<file path="config.mk">
export PLATFORM = sky130hd
export DESIGN_NAME = asvf_cordic_stage
export DESIGN_NICKNAME = d
export VERILOG_FILES = /design/src/design/angular_sector_visibility_filter_defines.svh /design/src/design/asvf_pkg.sv /design/src/design/asvf_cordic_stage.sv
export SDC_FILE = /design/constraint.sdc
export NUM_CORES = 1
export LEC_CHECK = 0
export ABC_AREA = 1
export BUFFER_PORTS_ARGS = -buffer_cell sky130_fd_sc_hd__buf_4
export CAP_MARGIN = 20
export CELL_PAD_IN_SITES_DETAIL_PLACEMENT = 0
export CELL_PAD_IN_SITES_GLOBAL_PLACEMENT = 1
export CORE_ASPECT_RATIO = 1.1
export CORE_MARGIN = 10
export CORE_UTILIZATION = 43
export CTS_CLUSTER_DIAMETER = 200
export CTS_CLUSTER_SIZE = 30
export DETAILED_ROUTE_END_ITERATION = 10
export GPL_TIMING_DRIVEN = 0
export PLACE_DENSITY = 0.85
export SLEW_MARGIN = 15
export SYNTH_ARGS = -nofsm -noshare
export SYNTH_HDL_FRONTEND = slang
export SYNTH_SLANG_ARGS = --single-unit
</file>
<file path="constraint.sdc">
create_clock -name clk -period 10.4 [get_ports clk]
set_clock_uncertainty 0.2 [all_clocks]
set_input_delay 3.12 -clock clk [delete_from_list [all_inputs] [get_ports clk]]
set_output_delay 3.12 -clock clk [all_outputs]
set_load 0.01 [all_outputs]
</file>
<file path="src/design/angular_sector_visibility_filter_defines.svh">
// assertion macros for the sector filter
`ifndef ANGULAR_SECTOR_VISIBILITY_FILTER_DEFINES_SVH
`define ANGULAR_SECTOR_VISIBILITY_FILTER_DEFINES_SVH

`ifndef ASSERT_OFF
`define ASVF_ASSERT_IMP(lbl, clk, rst_n, ante, cons) \
  lbl: assert property (@(posedge clk) disable iff (!rst_n) (ante) |-> (cons)) \
    else $error("assertion failed");
`define ASVF_ASSERT_NXT(lbl, clk, rst_n, ante, cons) \
  lbl: assert property (@(posedge clk) disable iff (!rst_n) (ante) |=> (cons)) \
    else $error("assertion failed");
`else
`define ASVF_ASSERT_IMP(lbl, clk, rst_n, ante, cons)
`define ASVF_ASSERT_NXT(lbl, clk, rst_n, ante, cons)
`endif

`endif

</file>
<file path="src/design/asvf_pkg.sv">
`default_nettype none
package asvf_pkg;

  localparam int CORDIC_STAGES = 16;
  localparam int DW = 33;
  localparam int CW = DW + CORDIC_STAGES + 3;
  localparam int SW = (CORDIC_STAGES > 1) ? $clog2(CORDIC_STAGES) : 1;

  localparam logic [31:0] ATAN_TABLE [24] = '{
    32'd536870912, 32'd316933406, 32'd167458907, 32'd85004756, 32'd42667331,
    32'd21354465, 32'd10679838, 32'd5340245, 32'd2670163, 32'd1335087,
    32'd667544, 32'd333772, 32'd166886, 32'd83443, 32'd41722, 32'd20861,
    32'd10430, 32'd5215, 32'd2608, 32'd1304, 32'd652, 32'd326, 32'd163, 32'd81
  };

  localparam logic [31:0] HALF_TURN        = 32'h8000_0000;
  localparam logic [31:0] ROUND_HALF       = 32'h0000_8000;
  localparam logic [15:0] HALF_WIDTH_RESET = 16'd4172;

  localparam logic KIND_SHIP    = 1'b0;
  localparam logic KIND_MISSILE = 1'b1;

  typedef enum logic [2:0] {
    REG_OBSERVER_X  = 3'd0,
    REG_OBSERVER_Y  = 3'd1,
    REG_RADAR_HEAD  = 3'd2,
    REG_HALF_WIDTH  = 3'd3,
    REG_SELF_INDEX  = 3'd4
  } reg_index_t;

  typedef struct packed {
    logic              kind;
    logic [3:0]        idx;
    logic signed [31:0] tx;
    logic signed [31:0] ty;
    logic [15:0]       heading;
    logic signed [7:0] speed;
    logic [3:0]        team;
    logic              last;
  } meta_t;

  typedef struct packed {
    logic                 zero;
    meta_t                meta;
    logic signed [CW-1:0] x;
    logic signed [CW-1:0] y;
    logic [31:0]          z;
  } pipe_t;

endpackage
`default_nettype wire

</file>
<file path="src/design/asvf_cordic_stage.sv">
`default_nettype none
module asvf_cordic_stage (
  input  wire logic                    clk,
  input  wire logic                    rst_n,
  input  wire logic                    en,
  input  wire logic [asvf_pkg::SW-1:0] stage_idx,
  input  wire logic [31:0]             atan_step,
  input  wire logic                    in_valid,
  input  wire asvf_pkg::pipe_t         in_data,
  output logic                         out_valid_r,
  output asvf_pkg::pipe_t              out_data_r
);
  import asvf_pkg::*;

  pipe_t                data_nxt;
  logic signed [CW-1:0] x_sh;
  logic signed [CW-1:0] y_sh;

  always_comb begin
    x_sh     = $signed(in_data.x) >>> stage_idx;
    y_sh     = $signed(in_data.y) >>> stage_idx;
    data_nxt = in_data;
    if (!in_data.y[CW-1]) begin
      data_nxt.x = in_data.x + y_sh;
      data_nxt.y = in_data.y - x_sh;
      data_nxt.z = in_data.z + atan_step;
    end else begin
      data_nxt.x = in_data.x - y_sh;
      data_nxt.y = in_data.y + x_sh;
      data_nxt.z = in_data.z - atan_step;
    end
  end

  always_ff @(posedge clk) begin
    if (!rst_n) begin
      out_valid_r <= 1'b0;
    end else if (en) begin
      out_valid_r <= in_valid;
    end
  end

  always_ff @(posedge clk) begin
    if (en) begin
      out_data_r <= data_nxt;
    end
  end

endmodule
`default_nettype wire

</file>
==> results of run 1 <==
-- cell usage after synthesis (8+ instances only) --
cell type,instances
buf_6,8
o21bai_1,16
nor2_2,12
o211ai_1,10
o21ai_0,136
a21boi_0,8
xor2_1,127
clkbuf_1,18
nand3_1,629
nand4_1,37
xnor2_1,97
nor3_1,16
ha_1,140
buf_1,23
a31oi_1,32
a21o_1,20
nor2_1,345
a21oi_1,206
o21ai_2,17
nor4_1,11
inv_1,293
nand2_1,975
o21ai_1,19
buf_2,51
edfxtp_1,235
-- final cells by class --
class                      count  share of cell area (%)
tap                          736                    3.17
timing repair buffer         510                    13.3
buffer                       105                    1.85
multi-input combinational   2900                    52.4
clock inverter                 1                   0.103
sequential                   236                    24.3
clock buffer                  13                   0.972
inverter                     301                    3.89
-- power by group --
group	internal, mW	switching (mW)	total, mW
Clock	0.222	0.304	0.525
Combinational	0.782	1.33	2.11
Sequential	1.29	0.0495	1.34
-- per-stage QoR --
| stage | hold WS [ps] | area (sq um) | worst slack, ps |
|---|---|---|---|
| final | 344 | 29100 | 1590 |
| after global routing | 398 | 29100 | 1390 |
| after CTS | 346 | 29100 | 1910 |
| after detailed placement | 330 | 28800 | 1380 |
| after global placement | 331 | 28700 | 1370 |
| after floorplan | 355 | 24000 | 3440 |
-- state kept, by name, summed over array words and instances (netlist names) --
register and count:
out_valid_r 1, out_data_r 235
-- metal layers --
| layer | vias to the layer above | global-route usage (%) | routed length [um] |
|---|---|---|---|
| li1 | 13100 | - | - |
| met5 | - | 0 | 0 |
| met1 | 12800 | 44.4 | 48000 |
| met2 | 1355 | 54.3 | 52100 |
| met3 | 211 | 5.22 | 10800 |
| met4 | 0 | 14.0 | 5620 |
-- worst reg2reg max path: stages, from the launching register on --
cell and delay, ps:
dfxtp_1 320, o21ai_0 150, a21oi_1 60
-- layout by cell type (no fill, tap or decap), drive strengths merged, types with 31 or more instances in the layout --
cell      n
nand2   979
nand3   631
buf     597
nor2    358
inv     300
edfxtp  235
a21oi   206
o21ai   172
ha      140
xor2    127
xnor2    97
nand4    37
a31oi    32
clkbuf   31
-- cells by family (layout without fill, tap and decap cells) --
kind of cell,after synthesis,count (layout),share of synthesized area [%]
simple gates,2048,2048,36.4
compound gates,485,485,11.4
buf+inv,406,930,6.95
flops,236,236,29.5
xor+xnor,224,224,8.19
fa+ha+maj,143,143,7.56
-- final timing paths --
path / cells after the start / endpoint / from
min: 2 / out_valid_r$_SDFFE_PN0P_ / out_valid_r$_SDFFE_PN0P_
min reg2reg: 2 / out_valid_r$_SDFFE_PN0P_ / out_valid_r$_SDFFE_PN0P_
max: 28 / out_data_r[129]$_DFFE_PP_ / stage_idx[1]
max reg2reg: 2 / out_valid_r$_SDFFE_PN0P_ / out_valid_r$_SDFFE_PN0P_
==> out/results.tsv, run 1 <==
stage	metric	value	unit
sta	finalCriticalPeriod	8810	ps
logic_synthesis	yosys_register_bits	236	
clock_tree	clk_pin_slew	110	ps
grt	grt_pass1_vias	25800	
hold_path	min_path_type	flip-flop to flip-flop	
worst_setup_path	critPathMaxStageDelay	930	ps
die	core	55100	sq um
placement	dp_cells	4787	
logic_synthesis	synthesis.instances	3542	
clock_tree	cts-root-buf	clkbuf_16	
logic_synthesis	async_flop_share	0	%
clock_tree	clock_sinks	236	
placement	gp_congestion	1.05	
grt	antenna_found_initial	0	
cells_and_area	layout.cells.non_filler	4802	
worst_setup_path	crit_arrival	8890	ps
worst_setup_path	crit_top_cell	nand2_1	
logic_synthesis	synth.distinct_cells	43	
die	dieArea	65600	sq um
clock_tree	post_cts.repair.setup_buffers	0	
logic_synthesis	netlist.area_leader.share	29.4	%
cells_and_area	drive_gt1_share	15.6	%
cells_and_area	multi_input_area	15200	sq um
logic_synthesis	syn_nets	3960	
placement	hpwl	97800	um
route	wl_per_cell	24.2	um
sta	setup_viol	0	
logic_synthesis	synthTopCellsByArea	edfxtp_1 (29%), nand2_1 (15%), nand3_1 (13%), ha_1 (7.3%), nor2_1 (5.4%)	
route	drtIter0Drc	3225	
sta	tightest_slew	1190	ps
route	vias	27400	
route	ant_nets	0	
logic_synthesis	syn_area	24000	sq um
route	dr.pass1.iters	5	
clock_tree	cts_made_buffers	11	
die	start_util	43.5	%
die	pin_count	511	
sta	finalCritPeriodShare	84.7	%
worst_setup_path	endpoint_kind	flip-flop	
die	chipHeight	268	um
logic_synthesis	yosysWarnings	0	
logic_synthesis	seq_area_frac_synth	29.5	%
die	rows	90	
worst_setup_path	slowest_stage	nor4_1	
die	die_x	245	um
clock_tree	post_cts_resized	0	
worst_setup_path	critical_path.top_delay_family	simple AND/OR/NAND/NOR gates	
power	total_power	3.98	mW
run	cap_violations	0	
logic_synthesis	avgSynthCellArea	6.77	sq um
cells_and_area	final_nets	4483	
clock_tree	htreeDepth	1	
grt	gr-total-overflow	0	
route	viasPerCell	5.71	
clock_tree	cts_tree	built	
clock_tree	cts.path.max_buffers	3	
logic_synthesis	yosys_most_used_dff	edfxtp_1	
worst_setup_path	reg2reg_slack	9550	ps
cells_and_area	area_growth	21.3	%
worst_setup_path	criticalPathCategory	input pin to flip-flop	
power	p_per_area	137	nW/um^2
logic_synthesis	synth_edf_count	235	
worst_setup_path	path_buf_inv	6	
cells_and_area	n_antenna_cell	0	
route	drc	0	
sta	slew-limit-headroom	20.5	%
worst_setup_path	startpoint_type	input pin	
sta	maxSlewViolCount	0	
power	power_leakage	13.5	nW
sta	grt_setup_unrepaired	false	
worst_setup_path	cp.required	10470	ps
route	routed_wl	116000	um
power	ir_drop	0.107	mV
grt	grt_pass1_wl	167000	um
grt	grt_usage	33.8	%
cells_and_area	nFillCells	5867	
clock_tree	clkLatencyLatePin	510	ps
placement	port_buffers	507	
sta	fmax	113	MHz
cells_and_area	fin_util	52.8	%
worst_setup_path	crit_fanout	10	
grt	grt_max_degree	112	
clock_tree	hold_buffers	0	
outcome	outcome	completed	
logic_synthesis	yosys.area.top_type	edfxtp_1	
sta	setup_tns	0	ps
sta	finalHoldViolCount	0	
cells_and_area	register_area	7080	sq um
Note: power is estimated with default switching activity, not from simulation.
==> inputs of run 2 (changes only) <==
CORE_UTILIZATION = 36   (was 43)
PLACE_DENSITY = 0.76   (was 0.85)
clock period = 7.5 ns   (was 10.4 ns; I/O delays follow)
==> out/results.tsv, run 2 (same netlist as run 1, synthesis figures left out) <==
stage	metric	value	unit	change
sta	tightest_slew	1180	ps	was 1190 ps
placement	gp_congestion	1.04		was 1.05
sta	maxSlewViolCount	0		unchanged
route	m1WireLength	49600	um	was 48,000 um
worst_setup_path	cp.required	7560	ps	was 10,470 ps
cells_and_area	reg_top3	out_data_r (235), out_valid_r (1)		unchanged
grt	grt_pass1_vias	26100		was 25,800
route	met2_length	54300	um	was 52,100 um
die	rows	99		was 90
placement	port_buffers	507		unchanged
clock_tree	cts.path.max_buffers	3		unchanged
cells_and_area	register_area	7080	sq um	unchanged
worst_setup_path	crit_arrival	7480	ps	was 8890 ps
cells_and_area	stdcell_area	29300	sq um	was 29,100 sq um
route	drtIter0Drc	2943		was 3,225
sta	finalCritPeriodShare	98.9	%	
route	dr.pass1.iters	6		was 5
worst_setup_path	crit_top_cell	nand2_1		unchanged
die	dieArea	77300	sq um	was 65,600 sq um
sta	finalCriticalPeriod	7420	ps	
grt	grt_usage	29.6	%	was 33.8%
placement	hpwl	102000	um	was 97,800 um
run	cap_violations	0		unchanged
sta	setup_viol	0		unchanged
cells_and_area	layout.cells.most_common	nand2_1		unchanged
worst_setup_path	slowest_stage	nor4_1		unchanged
placement	dp_cells	4909		was 4,787
sta	slew-limit-headroom	21.3	%	was 20.5%
worst_setup_path	critPathMaxStageDelay	550	ps	was 930 ps
hold_path	min_path_type	flip-flop to flip-flop		unchanged
clock_tree	post_cts.repair.setup_buffers	0		unchanged
route	drc	0		unchanged
route	wl_per_cell	24.4	um	was 24.2 um
cells_and_area	area_growth	22.2	%	was 21.3%
route	routed-wl-met3	10800	um	about the same
worst_setup_path	criticalPathCategory	input pin to flip-flop		unchanged
clock_tree	clk_pin_slew	100	ps	was 110 ps
cells_and_area	n_antenna_cell	0		unchanged
clock_tree	clock_sinks	236		unchanged
power	ir_drop	0.130	mV	was 0.107 mV
outcome	outcome	completed		unchanged
cells_and_area	multi_input_area	15300	sq um	was 15,200 sq um
worst_setup_path	startpoint_type	input pin		unchanged
cells_and_area	largest_register_ffs	235		unchanged
power	p_per_area	189	nW/um^2	was 137 nW/um^2
cells_and_area	nFillCells	7218		was 5,867
route	vias	27400		about the same
sta	finalHoldViolCount	0		unchanged
die	chipHeight	291	um	was 268 um
die	pin_count	511		unchanged
grt	antenna_found_initial	1		was 0
grt	gr-total-overflow	0		unchanged
grt	grt_pass1_wl	172000	um	was 167,000 um
worst_setup_path	crit_fanout	10		unchanged
clock_tree	htreeDepth	1		unchanged
sta	grt_setup_unrepaired	false		unchanged
die	core	66100	sq um	was 55,100 sq um
placement	placed_cell_area	28900	sq um	was 28,800 sq um
cells_and_area	layout.cells.non_filler	4923		was 4,802
clock_tree	cts_made_buffers	11		unchanged
clock_tree	clkLatencyLatePin	500	ps	was 510 ps
cells_and_area	final_cell_mix	nand2_1 (975), nand3_1 (629), buf_4 (512), nor2_1 (343), inv_1 (293)		was nand2_1 (975), nand3_1 (629), buf_4 (511), nor2_1 (345), inv_1 (293)
power	total_power	5.54	mW	was 3.98 mW
sta	fmax	135	MHz	
power	power_leakage	13.5	nW	about the same
worst_setup_path	endpoint_kind	flip-flop		unchanged
cells_and_area	top_register	out_data_r		unchanged
clock_tree	cts_tree	built		unchanged
clock_tree	cts-root-buf	clkbuf_16		unchanged
route	routed_wl	120000	um	was 116,000 um
cells_and_area	drive_gt1_share	15.9	%	was 15.6%
die	die_x	266	um	was 245 um
die	start_util	36.2	%	was 43.5%
grt	grt_max_degree	97		was 112
route	viasPerCell	5.57		was 5.71
route	routed.top_layer	met5		was met4
cells_and_area	final_nets	4482		was 4,483
route	ant_nets	0		unchanged
[run 2: critical path: cells and delay by family]
kind | cells | cell delay (ps)
buf+inv | 9 | 1460
xor+xnor | 2 | 300
simple gates | 16 | 2660
fa+ha+maj | 2 | 670
compound gates | 1 | 120
[run 2: power breakdown]
group | switching, mW | internal [mW] | total, mW
Sequential | 0.0688 | 1.79 | 1.86
Clock | 0.418 | 0.307 | 0.725
Combinational | 1.87 | 1.09 | 2.96
Total | 2.36 | 3.19 | 5.54
[run 2: through the flow]
stage	TNS [ps]	utilization, %	hold slack (ps)	setup WS [ps]
after floorplan	0	-	355	1410
after global placement	-8420	43.6	329	-665
after detailed placement	-7750	43.7	342	-681
after CTS	0	44.2	368	88.2
after global routing	0	44.3	417	8.32
final	0	44.3	367	80.8
[run 2: area by class of cell]
type / instances / share of cell area, %
Multi-Input combinational cell: 2900 / 52.1
Sequential cell: 236 / 24.2
Timing Repair Buffer: 509 / 13.2
Inverter: 301 / 3.86
Tap cell: 858 / 3.67
Buffer: 105 / 1.90
Clock buffer: 13 / 0.965
Clock inverter: 1 / 0.103
[run 2: final timing paths]
| check | slack, ps | endpoint | start | depth (start not counted) |
|---|---|---|---|---|
| min reg2reg | 370 | out_valid_r$_SDFFE_PN0P_ | out_valid_r$_SDFFE_PN0P_ | 2 |
| max | 80 | out_data_r[130]$_DFFE_PP_ | stage_idx[1] | 30 |
| max reg2reg | 6640 | out_valid_r$_SDFFE_PN0P_ | out_valid_r$_SDFFE_PN0P_ | 2 |
| min | 370 | out_valid_r$_SDFFE_PN0P_ | out_valid_r$_SDFFE_PN0P_ | 2 |
[run 2: what timing repair did]
action / CTS / global route
hold buffers: 0 / 0
setup endpoints to repair: 5 / 22
gates resized for setup: 3 / 22
[run 2: layer usage]
| metal | track usage [%] | vias to the layer above |
|---|---|---|
| li1 | - | 13100 |
| met4 | 12.1 | 2 |
| met1 | 37.8 | 12800 |
| met3 | 5.74 | 210 |
| met2 | 48.0 | 1383 |
| met5 | 0 | - |
==> inputs of run 3 (changes only) <==
PLACE_DENSITY = default   (was 0.76)
PLACE_DENSITY_LB_ADDON = 0.1   (was default)
==> out/results.tsv, run 3 (same netlist as run 1, synthesis figures left out) <==
stage	metric	value	unit	change
grt	grt_pass1_vias	26300		was 26,100
placement	placed_cell_area	28900	sq um	unchanged
cells_and_area	nFillCells	7298		was 7,218
sta	setup_tns	0	ps	unchanged
sta	finalCritPeriodShare	96.6	%	was 98.9%
cells_and_area	reg_top3	out_data_r (235), out_valid_r (1)		unchanged
clock_tree	htreeDepth	1		unchanged
sta	fmax	138	MHz	was 135 MHz
cells_and_area	final_nets	4482		unchanged
die	rows	99		unchanged
cells_and_area	final_cell_mix	nand2_1 (975), nand3_1 (629), buf_4 (511), nor2_1 (345), inv_1 (293)		was nand2_1 (975), nand3_1 (629), buf_4 (512), nor2_1 (343), inv_1 (293)
worst_setup_path	slowest_stage	buf_1		was nor4_1
worst_setup_path	crit_fanout	10		unchanged
outcome	outcome	completed		unchanged
sta	setup_viol	0		unchanged
power	ir_drop	0.171	mV	was 0.130 mV
worst_setup_path	criticalPathCategory	input pin to flip-flop		unchanged
cells_and_area	layout.cells.non_filler	4925		was 4,923
placement	dp_cells	4909		unchanged
route	m1WireLength	50200	um	was 49,600 um
clock_tree	cts-root-buf	clkbuf_16		unchanged
die	die_x	266	um	unchanged
route	drc	0		unchanged
clock_tree	cts_made_buffers	11		unchanged
die	start_util	36.2	%	unchanged
route	viasPerCell	5.57		about the same
cells_and_area	fin_util	44.3	%	about the same
route	met2_length	54100	um	was 54,300 um
route	ant_nets	0		unchanged
cells_and_area	drive_gt1_share	15.9	%	about the same
worst_setup_path	cp.required	7590	ps	was 7560 ps
cells_and_area	largest_register_ffs	235		unchanged
worst_setup_path	critPathMaxStageDelay	860	ps	was 550 ps
power	total_power	5.53	mW	was 5.54 mW
worst_setup_path	endpoint_kind	flip-flop		unchanged
grt	antenna_found_initial	2		was 1
clock_tree	cts.path.max_buffers	3		unchanged
route	dr.pass1.iters	6		unchanged
die	core	66100	sq um	unchanged
power	p_per_area	189	nW/um^2	about the same
placement	port_buffers	507		unchanged
placement	gp_congestion	1.03		was 1.04
grt	grt_pass1_wl	173000	um	was 172,000 um
cells_and_area	top_register	out_data_r		unchanged
cells_and_area	layout.cells.most_common	nand2_1		unchanged
placement	hpwl	102000	um	about the same
sta	tightest_slew	1300	ps	was 1180 ps
worst_setup_path	worstPathCellList	buf_4 -> clkbuf_2 -> clkinv_1 -> clkdlybuf4s15_1 -> buf_1 -> nand2_1 -> xnor2_1 -> inv_1 -> ha_1 -> a21oi_1 -> o211ai_1 -> a21oi_1 -> o21ai_0 -> nand4_1 -> nand3_1 -> inv_1 -> nand3_1 -> nand2_1		
die	chipHeight	291	um	unchanged
grt	grt_usage	29.7	%	was 29.6%
route	drtIter0Drc	2986		was 2,943
sta	slew-limit-headroom	13.2	%	was 21.3%
cells_and_area	multi_input_area	15300	sq um	about the same
hold_path	min_path_type	flip-flop to flip-flop		unchanged
worst_setup_path	path_buf_inv	7		was 9
worst_setup_path	crit_arrival	7340	ps	was 7480 ps
die	pin_count	511		unchanged
sta	finalHoldViolCount	0		unchanged
sta	maxSlewViolCount	0		unchanged
clock_tree	clock_sinks	236		unchanged
cells_and_area	register_area	7080	sq um	unchanged
clock_tree	clk_pin_slew	120	ps	was 100 ps
route	routed-wl-met3	10700	um	was 10,800 um
grt	gr-total-overflow	0		unchanged
clock_tree	cts_tree	built		unchanged
cells_and_area	area_growth	22.3	%	was 22.2%
route	wl_per_cell	24.5	um	was 24.4 um
grt	grt_max_degree	103		was 97
run	cap_violations	0		unchanged
sta	finalCriticalPeriod	7250	ps	was 7420 ps
cells_and_area	stdcell_area	29300	sq um	about the same
worst_setup_path	critical_path.top_delay_family	buffers and inverters		was simple AND/OR/NAND/NOR gates
worst_setup_path	startpoint_type	input pin		unchanged
route	routed_wl	121000	um	was 120,000 um
power	power_leakage	13.5	nW	about the same
die	dieArea	77300	sq um	unchanged
sta	grt_setup_unrepaired	false		unchanged
clock_tree	clkLatencyLatePin	500	ps	about the same
route	routed.top_layer	met4		was met5
route	vias	27400		about the same
run 3: final cells by class:
class | instances | share of cell area, %
inverters | 301 | 3.85
clock inverters | 1 | 0.102
well taps | 858 | 3.66
clock buffers | 13 | 0.965
plain buffers | 105 | 1.91
flip-flops and latches | 236 | 24.1
repair buffers | 509 | 13.2
multi-input cells | 2900 | 52.1
diodes | 2 | 0.0171
run 3: timing repair:
action / 4_1_cts / 5_1_grt
hold buffers: 0 / 0
endpoints found under the setup margin: 4 / 11
resized for setup: 4 / 19
setup buffers: 0 / 0
run 3: worst paths after layout:
path / start / end / slack [ps] / cells past startpoint
setup reg to reg: out_valid_r$_SDFFE_PN0P_ / out_valid_r$_SDFFE_PN0P_ / 6640 / 2
hold / removal: out_valid_r$_SDFFE_PN0P_ / out_valid_r$_SDFFE_PN0P_ / 350 / 2
setup / recovery: in_data[83] / out_data_r[83]$_DFFE_PP_ / 250 / 18
hold reg to reg: out_valid_r$_SDFFE_PN0P_ / out_valid_r$_SDFFE_PN0P_ / 350 / 2
run 3: stage by stage:
stage          worst slack [ps]  hold WS [ps]
4_1_cts                     123           352
5_1_grt                    15.5           392
3_3_place_gp               -726           329
2_1_floorplan              1410           355
6_report                    255           346
3_5_place_dp               -757           335
run 3: power by group:
group	internal (mW)	switching, mW
sequential	1.79	0.0720
clock	0.308	0.430
combinational	1.09	1.84
run 3: worst reg2reg max path: cells and delay by family (launching register included):
family	cells	cell delay [ps]
flip-flops	1	320
AO/OA/AOI/OAI	2	210
run 3: metal layers:
layer	track usage (%)	up-vias
met1	38.4	12800
met4	12.4	0
li1	-	13100
met2	48.0	1296
met3	5.27	188
met5	0	-
